[config.mk]
export PLATFORM = sky130hd
export DESIGN_NAME = fiber_pair_max_distance_flat
export DESIGN_NICKNAME = d
export VERILOG_FILES = /design/src/hw/rtl/fpmd_pkg.sv /design/src/hw/rtl/fpmd_in_if.sv /design/src/hw/rtl/fpmd_out_if.sv /design/src/hw/rtl/fiber_pair_max_distance.sv /design/src/hw/rtl/fpmd_isqrt.sv /design/src/flat_wrapper.sv
export SDC_FILE = /design/constraint.sdc
export NUM_CORES = 2
export LEC_CHECK = 0
export ABC_CLOCK_PERIOD_IN_PS = 19300
export BUFFER_PORTS_ARGS = -buffer_cell sky130_fd_sc_hd__buf_4
export CORE_ASPECT_RATIO = 0.6
export CORE_MARGIN = 8
export CORE_UTILIZATION = 58
export DETAILED_ROUTE_END_ITERATION = 12
export PLACE_DENSITY = 0.71
export RECOVER_POWER = 25
export SYNTH_ARGS = -nofsm -noshare
export SYNTH_HDL_FRONTEND = slang
export SYNTH_SLANG_ARGS = --single-unit
[constraint.sdc]
create_clock -name clk -period 19.3 [get_ports clk]
set_input_delay 1.93 -clock clk [delete_from_list [all_inputs] [get_ports clk]]
set_output_delay 1.93 -clock clk [all_outputs]
set_load 0.05 [all_outputs]
[src/hw/rtl/fpmd_pkg.sv]
// ============================================================================
// fpmd_pkg
// Shared constants and types for the fiber pair maximum distance block.
// ============================================================================
package fpmd_pkg;

    // Default point count of one resampled fiber.
    localparam int POINTS_DEF = 21;

    // Default coordinate width, signed, 1/64 mm units.
    localparam int COORD_BITS_DEF = 16;

    // Width of the distance field of a result word.
    localparam int DIST_BITS = 17;

    // Status of the square root unit as seen by the sequencer.
    typedef struct packed {
        logic busy;       // A root is running or its result is waiting.
        logic res_valid;  // The root is finished and can be taken.
    } fpmd_root_stat_t;

endpackage

[src/hw/rtl/fpmd_in_if.sv]
// ============================================================================
// fpmd_in_if
// Point pair channel: one point of fiber A and one of fiber B per word.
// ============================================================================
interface fpmd_in_if #(
    parameter int COORD_BITS = fpmd_pkg::COORD_BITS_DEF
);
    logic                         valid;
    logic                         ready;
    logic signed [COORD_BITS-1:0] a_x;
    logic signed [COORD_BITS-1:0] a_y;
    logic signed [COORD_BITS-1:0] a_z;
    logic signed [COORD_BITS-1:0] b_x;
    logic signed [COORD_BITS-1:0] b_y;
    logic signed [COORD_BITS-1:0] b_z;

    modport source (
        output valid, a_x, a_y, a_z, b_x, b_y, b_z,
        input  ready
    );

    modport sink (
        input  valid, a_x, a_y, a_z, b_x, b_y, b_z,
        output ready
    );
endinterface

[src/hw/rtl/fpmd_out_if.sv]
// ============================================================================
// fpmd_out_if
// Result channel: one distance word per fiber pair.
// ============================================================================
interface fpmd_out_if;
    logic                           valid;
    logic                           ready;
    logic [fpmd_pkg::DIST_BITS-1:0] distance;
    logic                           reversed_chosen;

    modport source (
        output valid, distance, reversed_chosen,
        input  ready
    );

    modport sink (
        input  valid, distance, reversed_chosen,
        output ready
    );
endinterface

[src/hw/rtl/fiber_pair_max_distance.sv]
// ============================================================================
// fiber_pair_max_distance
// Maximum point distance between two resampled fibers, direct and flipped.
// ============================================================================
// One input word carries point k of fiber A and point k of fiber B; a fiber
// pair is exactly POINTS words, and its last word causes one result word with
// the floor square root of the smaller of the two squared maxima (direct and
// reversed order) and a flag that is set when the reversed order gave it
// (a tie goes to the direct order). The first half of both fibers sits in an
// on-chip memory with a registered read port; reversed pairs are formed from
// it once the partner point arrives. All squared distances go through one
// shared multiplier, one axis per cycle, so a word in the first half of a pair
// goes through accept, three axes and accumulate, and a word in the second
// half computes three distances. The last word of a pair then hands the
// minimum to the square root unit once that unit is free, and the root runs
// in the background while the next pair streams in. The
// memory needs no initialization after reset: every entry is written earlier
// in the same pair before it is read.
// ============================================================================
module fiber_pair_max_distance #(
    parameter int POINTS     = fpmd_pkg::POINTS_DEF,
    parameter int COORD_BITS = fpmd_pkg::COORD_BITS_DEF
) (
    input  logic         clk,
    input  logic         rst_n,
    fpmd_in_if.sink      points,
    fpmd_out_if.source   result
);
    import fpmd_pkg::*;

    localparam int C       = COORD_BITS;
    localparam int SQ_W    = 2 * C + 2;
    localparam int R_W     = SQ_W / 2;
    localparam int EXT_W   = (R_W > DIST_BITS) ? R_W : DIST_BITS;
    localparam int HALF    = (POINTS + 1) / 2;
    localparam int HALF_AW = (HALF > 1) ? $clog2(HALF) : 1;
    localparam int CNT_W   = $clog2(POINTS);
    localparam int MID_IDX = (POINTS - 1) / 2;
    localparam bit ODD     = (POINTS % 2) == 1;

    // Sequencer states.
    localparam logic [1:0] S_IDLE  = 2'd0;
    localparam logic [1:0] S_RUN   = 2'd1;
    localparam logic [1:0] S_DRAIN = 2'd2;
    localparam logic [1:0] S_FIN   = 2'd3;

    // Distance passes of one word.
    localparam logic [1:0] PASS_DIRECT = 2'd0;
    localparam logic [1:0] PASS_A_RB   = 2'd1;
    localparam logic [1:0] PASS_RA_B   = 2'd2;

    localparam logic [1:0] AXIS_X = 2'd0;
    localparam logic [1:0] AXIS_Z = 2'd2;

    logic [1:0]             state_reg;
    logic [1:0]             state_next;
    logic [CNT_W-1:0]       count_reg;
    logic [CNT_W-1:0]       count_next;
    logic                   rev_reg;
    logic                   mid_reg;
    logic                   last_reg;
    logic [1:0]             pass_reg;
    logic [1:0]             axis_reg;

    logic [2:0][C-1:0]      a_reg;
    logic [2:0][C-1:0]      b_reg;
    logic [2:0][C-1:0]      rd_a_reg;
    logic [2:0][C-1:0]      rd_b_reg;
    logic [6*C-1:0]         half_mem [HALF];

    logic [SQ_W-1:0]        sq_reg;
    logic                   sq_vld_reg;
    logic                   sq_first_reg;
    logic                   sq_last_reg;
    logic [1:0]             sq_pass_reg;
    logic [SQ_W-1:0]        acc_reg;
    logic [SQ_W-1:0]        max_dir_reg;
    logic [SQ_W-1:0]        max_rev_reg;
    logic                   chosen_reg;

    logic                   out_valid_reg;
    logic [DIST_BITS-1:0]   dist_reg;
    logic                   out_rev_reg;

    logic                   accept;
    logic                   in_store;
    logic                   in_rev;
    logic                   in_mid;
    logic                   in_last;
    logic [CNT_W-1:0]       partner;
    logic [HALF_AW-1:0]     wr_addr;
    logic [HALF_AW-1:0]     rd_addr;
    logic [2:0][C-1:0]      in_a;
    logic [2:0][C-1:0]      in_b;
    logic                   pass_done;

    logic signed [C-1:0]    p_sel;
    logic signed [C-1:0]    q_sel;
    logic signed [C:0]      diff;
    logic signed [SQ_W-1:0] prod;
    logic [SQ_W-1:0]        d_sum;

    logic                   rev_lt;
    logic [SQ_W-1:0]        min_sq;
    logic                   root_start;
    logic                   root_take;
    fpmd_root_stat_t        root_stat;
    logic [R_W-1:0]         root_val;
    logic [EXT_W-1:0]       root_ext;

    // Input word decode.
    assign accept   = points.valid && points.ready;
    assign in_a     = {points.a_z, points.a_y, points.a_x};
    assign in_b     = {points.b_z, points.b_y, points.b_x};
    assign in_store = (count_reg < CNT_W'(HALF));
    assign in_rev   = !in_store;
    assign in_mid   = ODD && (count_reg == CNT_W'(MID_IDX));
    assign in_last  = (count_reg == CNT_W'(POINTS - 1));
    assign partner  = CNT_W'(POINTS - 1) - count_reg;
    assign wr_addr  = count_reg[HALF_AW-1:0];
    assign rd_addr  = partner[HALF_AW-1:0];

    assign points.ready = (state_reg == S_IDLE);

    // The last axis of the last pass ends the distance work of a word.
    assign pass_done = (axis_reg == AXIS_Z) && ((pass_reg == PASS_RA_B) || !rev_reg);

    // Sequencer.
    always_comb
    begin
        state_next = state_reg;
        count_next = count_reg;
        unique case (state_reg)
            S_IDLE:
            begin
                if (points.valid)
                begin
                    state_next = S_RUN;
                    count_next = in_last ? '0 : count_reg + CNT_W'(1);
                end
            end
            S_RUN:
            begin
                if (pass_done)
                begin
                    state_next = S_DRAIN;
                end
            end
            S_DRAIN:
            begin
                state_next = last_reg ? S_FIN : S_IDLE;
            end
            S_FIN:
            begin
                if (!root_stat.busy)
                begin
                    state_next = S_IDLE;
                end
            end
            default:
            begin
                state_next = S_IDLE;
            end
        endcase
    end

    always_ff @(posedge clk or negedge rst_n)
    begin
        if (!rst_n)
        begin
            state_reg  <= S_IDLE;
            count_reg  <= '0;
            rev_reg    <= 1'b0;
            mid_reg    <= 1'b0;
            last_reg   <= 1'b0;
            pass_reg   <= PASS_DIRECT;
            axis_reg   <= AXIS_X;
            sq_vld_reg <= 1'b0;
        end
        else
        begin
            state_reg  <= state_next;
            count_reg  <= count_next;
            sq_vld_reg <= (state_reg == S_RUN);
            if (accept)
            begin
                rev_reg  <= in_rev;
                mid_reg  <= in_mid;
                last_reg <= in_last;
                pass_reg <= PASS_DIRECT;
                axis_reg <= AXIS_X;
            end
            else if (state_reg == S_RUN)
            begin
                if (axis_reg == AXIS_Z)
                begin
                    axis_reg <= AXIS_X;
                    pass_reg <= (pass_reg == PASS_DIRECT) ? PASS_A_RB : PASS_RA_B;
                end
                else
                begin
                    axis_reg <= axis_reg + 2'd1;
                end
            end
        end
    end

    // Point registers and the first-half memory with its registered read.
    always_ff @(posedge clk)
    begin
        if (accept)
        begin
            a_reg <= in_a;
            b_reg <= in_b;
            if (in_store)
            begin
                half_mem[wr_addr] <= {in_b, in_a};
            end
            if (in_rev)
            begin
                {rd_b_reg, rd_a_reg} <= half_mem[rd_addr];
            end
        end
    end

    // Operand selection and the shared squaring multiplier.
    always_comb
    begin
        case (pass_reg)
            PASS_A_RB:
            begin
                p_sel = a_reg[axis_reg];
                q_sel = rd_b_reg[axis_reg];
            end
            PASS_RA_B:
            begin
                p_sel = rd_a_reg[axis_reg];
                q_sel = b_reg[axis_reg];
            end
            default:
            begin
                p_sel = a_reg[axis_reg];
                q_sel = b_reg[axis_reg];
            end
        endcase
    end

    assign diff = {p_sel[C-1], p_sel} - {q_sel[C-1], q_sel};
    assign prod = diff * diff;

    always_ff @(posedge clk)
    begin
        if (state_reg == S_RUN)
        begin
            sq_reg       <= $unsigned(prod);
            sq_first_reg <= (axis_reg == AXIS_X);
            sq_last_reg  <= (axis_reg == AXIS_Z);
            sq_pass_reg  <= pass_reg;
        end
    end

    // Axis accumulation.
    assign d_sum = (sq_first_reg ? '0 : acc_reg) + sq_reg;

    always_ff @(posedge clk)
    begin
        if (sq_vld_reg)
        begin
            acc_reg <= d_sum;
        end
    end

    // Running maxima; the middle point also counts for the reversed order.
    always_ff @(posedge clk or negedge rst_n)
    begin
        if (!rst_n)
        begin
            max_dir_reg <= '0;
            max_rev_reg <= '0;
        end
        else if (root_start)
        begin
            max_dir_reg <= '0;
            max_rev_reg <= '0;
        end
        else if (sq_vld_reg && sq_last_reg)
        begin
            if (sq_pass_reg == PASS_DIRECT)
            begin
                if (d_sum > max_dir_reg)
                begin
                    max_dir_reg <= d_sum;
                end
                if (mid_reg && (d_sum > max_rev_reg))
                begin
                    max_rev_reg <= d_sum;
                end
            end
            else if (d_sum > max_rev_reg)
            begin
                max_rev_reg <= d_sum;
            end
        end
    end

    // Hand the smaller maximum to the root unit at the end of a pair.
    assign rev_lt     = (max_rev_reg < max_dir_reg);
    assign min_sq     = rev_lt ? max_rev_reg : max_dir_reg;
    assign root_start = (state_reg == S_FIN) && !root_stat.busy;

    always_ff @(posedge clk)
    begin
        if (root_start)
        begin
            chosen_reg <= rev_lt;
        end
    end

    fpmd_isqrt #(
        .IN_W (SQ_W)
    ) u_isqrt (
        .clk       (clk),
        .rst_n     (rst_n),
        .start     (root_start),
        .value     (min_sq),
        .res_ready (root_take),
        .stat      (root_stat),
        .root      (root_val)
    );

    // Output register.
    assign root_take = !out_valid_reg || result.ready;
    assign root_ext  = EXT_W'(root_val);

    always_ff @(posedge clk or negedge rst_n)
    begin
        if (!rst_n)
        begin
            out_valid_reg <= 1'b0;
        end
        else if (root_stat.res_valid && root_take)
        begin
            out_valid_reg <= 1'b1;
        end
        else if (result.ready)
        begin
            out_valid_reg <= 1'b0;
        end
    end

    always_ff @(posedge clk)
    begin
        if (root_stat.res_valid && root_take)
        begin
            dist_reg    <= root_ext[DIST_BITS-1:0];
            out_rev_reg <= chosen_reg;
        end
    end

    assign result.valid           = out_valid_reg;
    assign result.distance        = dist_reg;
    assign result.reversed_chosen = out_rev_reg;

endmodule

[src/hw/rtl/fpmd_isqrt.sv]
// ============================================================================
// fpmd_isqrt
// Iterative floor square root, one result bit per cycle, with a held result.
// ============================================================================
module fpmd_isqrt #(
    parameter int IN_W = 34
) (
    input  logic                          clk,
    input  logic                          rst_n,
    input  logic                          start,
    input  logic [IN_W-1:0]               value,
    input  logic                          res_ready,
    output fpmd_pkg::fpmd_root_stat_t     stat,
    output logic [IN_W/2-1:0]             root
);
    import fpmd_pkg::*;

    localparam int R_W    = IN_W / 2;
    localparam int REM_W  = R_W + 3;
    localparam int ITER_W = $clog2(R_W);

    localparam logic [1:0] R_IDLE = 2'd0;
    localparam logic [1:0] R_BUSY = 2'd1;
    localparam logic [1:0] R_DONE = 2'd2;

    logic [1:0]        phase_reg;
    logic [1:0]        phase_next;
    logic [ITER_W-1:0] iter_reg;
    logic [IN_W-1:0]   val_reg;
    logic [REM_W-1:0]  rem_reg;
    logic [R_W-1:0]    root_reg;

    logic [REM_W-1:0]  rem_sh;
    logic [REM_W-1:0]  trial;
    logic              take;

    // Bring down the next two bits of the radicand and try the next root bit.
    assign rem_sh = {rem_reg[REM_W-3:0], val_reg[IN_W-1 -: 2]};
    assign trial  = REM_W'({root_reg, 2'b01});
    assign take   = (rem_sh >= trial);

    // Sequencing of one root.
    always_comb
    begin
        phase_next = phase_reg;
        unique case (phase_reg)
            R_IDLE:
            begin
                if (start)
                begin
                    phase_next = R_BUSY;
                end
            end
            R_BUSY:
            begin
                if (iter_reg == ITER_W'(R_W - 1))
                begin
                    phase_next = R_DONE;
                end
            end
            R_DONE:
            begin
                if (res_ready)
                begin
                    phase_next = R_IDLE;
                end
            end
            default:
            begin
                phase_next = R_IDLE;
            end
        endcase
    end

    always_ff @(posedge clk or negedge rst_n)
    begin
        if (!rst_n)
        begin
            phase_reg <= R_IDLE;
            iter_reg  <= '0;
        end
        else
        begin
            phase_reg <= phase_next;
            if (phase_reg == R_IDLE)
            begin
                iter_reg <= '0;
            end
            else if (phase_reg == R_BUSY)
            begin
                iter_reg <= iter_reg + ITER_W'(1);
            end
        end
    end

    // Radicand, remainder and partial root.
    always_ff @(posedge clk)
    begin
        if (phase_reg == R_IDLE && start)
        begin
            val_reg  <= value;
            rem_reg  <= '0;
            root_reg <= '0;
        end
        else if (phase_reg == R_BUSY)
        begin
            val_reg  <= {val_reg[IN_W-3:0], 2'b00};
            rem_reg  <= take ? (rem_sh - trial) : rem_sh;
            root_reg <= {root_reg[R_W-2:0], take};
        end
    end

    assign stat.busy      = (phase_reg != R_IDLE);
    assign stat.res_valid = (phase_reg == R_DONE);
    assign root           = root_reg;

endmodule

[src/flat_wrapper.sv]
// flat-port wrapper written by rule: the top's interface ports become plain ports
module fiber_pair_max_distance_flat import fpmd_pkg::*;
#(
    parameter int POINTS     = fpmd_pkg::POINTS_DEF,
    parameter int COORD_BITS = fpmd_pkg::COORD_BITS_DEF
)
  (clk, rst_n, points_valid, points_a_x, points_a_y, points_a_z, points_b_x, points_b_y, points_b_z, points_ready, result_valid, result_distance, result_reversed_chosen, result_ready);
  fpmd_in_if #(.COORD_BITS(COORD_BITS)) points_i ();
  fpmd_out_if result_i ();
  input  logic clk;
  input  logic rst_n;
  input wire logic [$bits(points_i.valid)-1:0] points_valid;
  input wire logic [$bits(points_i.a_x)-1:0] points_a_x;
  input wire logic [$bits(points_i.a_y)-1:0] points_a_y;
  input wire logic [$bits(points_i.a_z)-1:0] points_a_z;
  input wire logic [$bits(points_i.b_x)-1:0] points_b_x;
  input wire logic [$bits(points_i.b_y)-1:0] points_b_y;
  input wire logic [$bits(points_i.b_z)-1:0] points_b_z;
  output wire logic [$bits(points_i.ready)-1:0] points_ready;
  output wire logic [$bits(result_i.valid)-1:0] result_valid;
  output wire logic [$bits(result_i.distance)-1:0] result_distance;
  output wire logic [$bits(result_i.reversed_chosen)-1:0] result_reversed_chosen;
  input wire logic [$bits(result_i.ready)-1:0] result_ready;
  assign points_i.valid = points_valid;
  assign points_i.a_x = points_a_x;
  assign points_i.a_y = points_a_y;
  assign points_i.a_z = points_a_z;
  assign points_i.b_x = points_b_x;
  assign points_i.b_y = points_b_y;
  assign points_i.b_z = points_b_z;
  assign points_ready = points_i.ready;
  assign result_valid = result_i.valid;
  assign result_distance = result_i.distance;
  assign result_reversed_chosen = result_i.reversed_chosen;
  assign result_i.ready = result_ready;
  fiber_pair_max_distance #(.POINTS(POINTS), .COORD_BITS(COORD_BITS)) u_core (.clk(clk), .rst_n(rst_n), .points(points_i), .result(result_i));
endmodule
==> flow_summary_export.csv <==
group,metric,value,unit
yosys,ys_types,87,
yosys,synth-edff-count,1372,
finish,syn2layout_area_growth,9.58,%
placed_design,io_buffers,119,
critical_path,path_delay_family,"adder cells",
finish,final_common_cell,"edfxtp_1",
placed_design,placedCellCount,6421,
timing,final_min_period_over_clock_period,0.571,
critical_path,crit_type,"reg -> reg",
yosys,async_flop_share,0.0607,
clock_tree,clock_latency,0.76,ns
critical_path,cp_slowest_cell,"xor2_1",
critical_path,slowest_delay,0.91,ns
timing,slew_violations,99,
clock_tree,cts_buffers,136,
global_route,first_global_vias,39926,
global_route,grt_pass1_wl,263000,microns
finish,largest_reg_flops,1056,
route,ant_nets,0,
yosys,ys_warn_count,0,
timing,grt_setup_unrepaired,"false",
floorplan,dieArea,136000,sq um
global_route,grt-ovfl-total,0,
global_route,antenna_found_initial,20,
critical_path,cp_max_fo,19,
finish,layout_common_cells,"1,372 x edfxtp_1, 424 x inv_1, 286 x nor2_1",
route,drt_iter0_markers,5224,
clock_tree,clockRootBuffer,"clkbuf_16",
yosys,synth_area,72100,sq um
route,wl_per_cell,26.5,microns
outcome,violations,"capacitance limit, slew limit",
critical_path,path_buf_inv,5,
finish,fin_util,0.639,
placed_design,gp_congestion,0.928,
route,wl,177000,microns
timing,final-hold-violation-count,0,
floorplan,core_region_area,124000,sq um
clock_tree,cts-htree-levels,4,
yosys,yosysTopAreaCell,"edfxtp_1",
yosys,synth.avg_cell_area,15.0,sq um
yosys,synthFlopType,"edfxtp_1",
floorplan,ios,120,
finish,fillerInstances,8901,
critical_path,crit_path_end_kind,"flop",
route,via_per_inst,6.17,
clock_tree,cts_tree,"done",
route,dr.pass1.iters,6,
clock_tree,cts-hold-fix-buffers,0,
yosys,synthTopCellsByArea,"edfxtp_1 57%, fa_1 7.6%, mux4_2 6.4%",
critical_path,critPathLaunchType,"flop",
timing,max_freq,0.0908,GHz
global_route,grt_start_max_net_pins,152,
finish,largest-register,"u_core.half_mem",
route,drc,0,
timing,fin_tns_setup,0,ns
global_route,grt_usage,0.259,
critical_path,critPathArrivalTime,11.51,ns
floorplan,row_count,100,
critical_path,crit_path_frequent_cell,"fa_1",
timing,fin_crit,11.01,ns
placed_design,hpwl,115000,microns
timing,setup_viol,0,
clock_tree,post_cts_resized,0,
yosys,synth_fp_nets,5425,
floorplan,die_height,289,microns
yosys,ys_seq_elements,1498,
floorplan,die_w,471,microns
timing,finClkSkew,0.0247,ns
timing,tightest_slew,2.35,ns
clock_tree,post_cts_buffers,0,
yosys,synth_cells,4799,
timing,max-slew-margin-rel,-0.564,
floorplan,initial_utilization,0.583,
clock_tree,cts_buffer_depth,3,
route,num_vias,41128,
finish,drive_gt1_frac,0.116,
outcome,status,"finished with violations",
run,cap_violations,3,
finish,instances_no_fill,6671,
clock_tree,clock-sinks,1498,
clock_tree,cts.reportedPaths.clkPinSlew,0.07,ns
worst_hold_path,min_path_type,"reg -> reg",
yosys,yosys.area.top_type_share,0.572,
yosys,synth_seq_area_share,0.613,
critical_path,crit_required,19.79,ns
finish,nNetsFinal,5553,
-- logic make-up after synthesis --
kind of cell | after synthesis | share of synthesized area
DFF | 1498 | 0.613
and+or+nand+nor | 803 | 0.0502
AOI/OAI and AO/OA | 726 | 0.0638
buffers and inverters | 635 | 0.0340
adders and majority gates | 526 | 0.120
muxes | 506 | 0.106
xor gates and xnor gates | 105 | 0.0129
-- final timing paths --
| kind | startpoint | endpoint | slack [ns] | cells after the start |
|---|---|---|---|---|
| max | u_core.pass_reg[0]$_DFFE_PN0P_ | u_core.sq_reg[33]$_DFFE_PP_ | 8.29 | 33 |
| max in group asynchronous | rst_n | u_core.count_reg[0]$_DFFE_PN0P_ | 15.79 | 2 |
| min reg2reg | u_core.chosen_reg$_DFFE_PP_ | u_core.result.reversed_chosen$_DFFE_PP_ | 0.42 | 0 |
| min in group asynchronous | rst_n | u_core.u_isqrt.iter_reg[1]$_DFFE_PN0P_ | 1.57 | 1 |
| min | u_core.chosen_reg$_DFFE_PP_ | u_core.result.reversed_chosen$_DFFE_PP_ | 0.42 | 0 |
| max reg2reg | u_core.pass_reg[0]$_DFFE_PN0P_ | u_core.sq_reg[33]$_DFFE_PP_ | 8.29 | 33 |
-- per-stage QoR --
step	hold slack [ns]	instance area, sq um	setup WS, ns
6_report	0.424	79000	8.29
5_1_grt	0.432	78900	7.72
4_1_cts	0.429	79200	8.48
3_5_place_dp	0.427	74900	8.50
3_3_place_gp	0.404	74900	8.77
2_1_floorplan	0.400	72100	7.10
-- metal layers --
layer | track usage | vias up | share of wire
met5 | 0.00320 | - | 0.00050
met3 | 0.0886 | 162 | 0.14
li1 | - | 18017 | -
met2 | 0.335 | 2018 | 0.39
met4 | 0.0512 | 6 | 0.014
met1 | 0.422 | 20925 | 0.46
-- cells in the mapped netlist, types with 68 or more instances --
cell and n:
inv_1 425, xnor2_1 68, a21o_1 72, a21oi_1 244
ha_1 254, clkbuf_1 141, mux4_2 206, o21ai_0 98
nand2_1 264, fa_1 272, nor2_1 290, a211oi_1 106
dfrtp_1 91, edfxtp_1 1372, mux2i_1 281
-- final cells by class --
class,instances,area [sq um],area share
Sequential cell,1498,44200,0.560
Multi-Input combinational cell,2666,25600,0.324
Clock buffer,165,3570,0.0453
Tap cell,1632,2040,0.0259
Inverter,433,1630,0.0206
Timing Repair Buffer,192,1190,0.0151
Clock inverter,76,763,0.00967
Antenna cell,9,22.5,0.000285
Power is left out: the tool's default activity adds up to more than one toggle a clock period on the data nets, which glitch-free logic cannot reach.
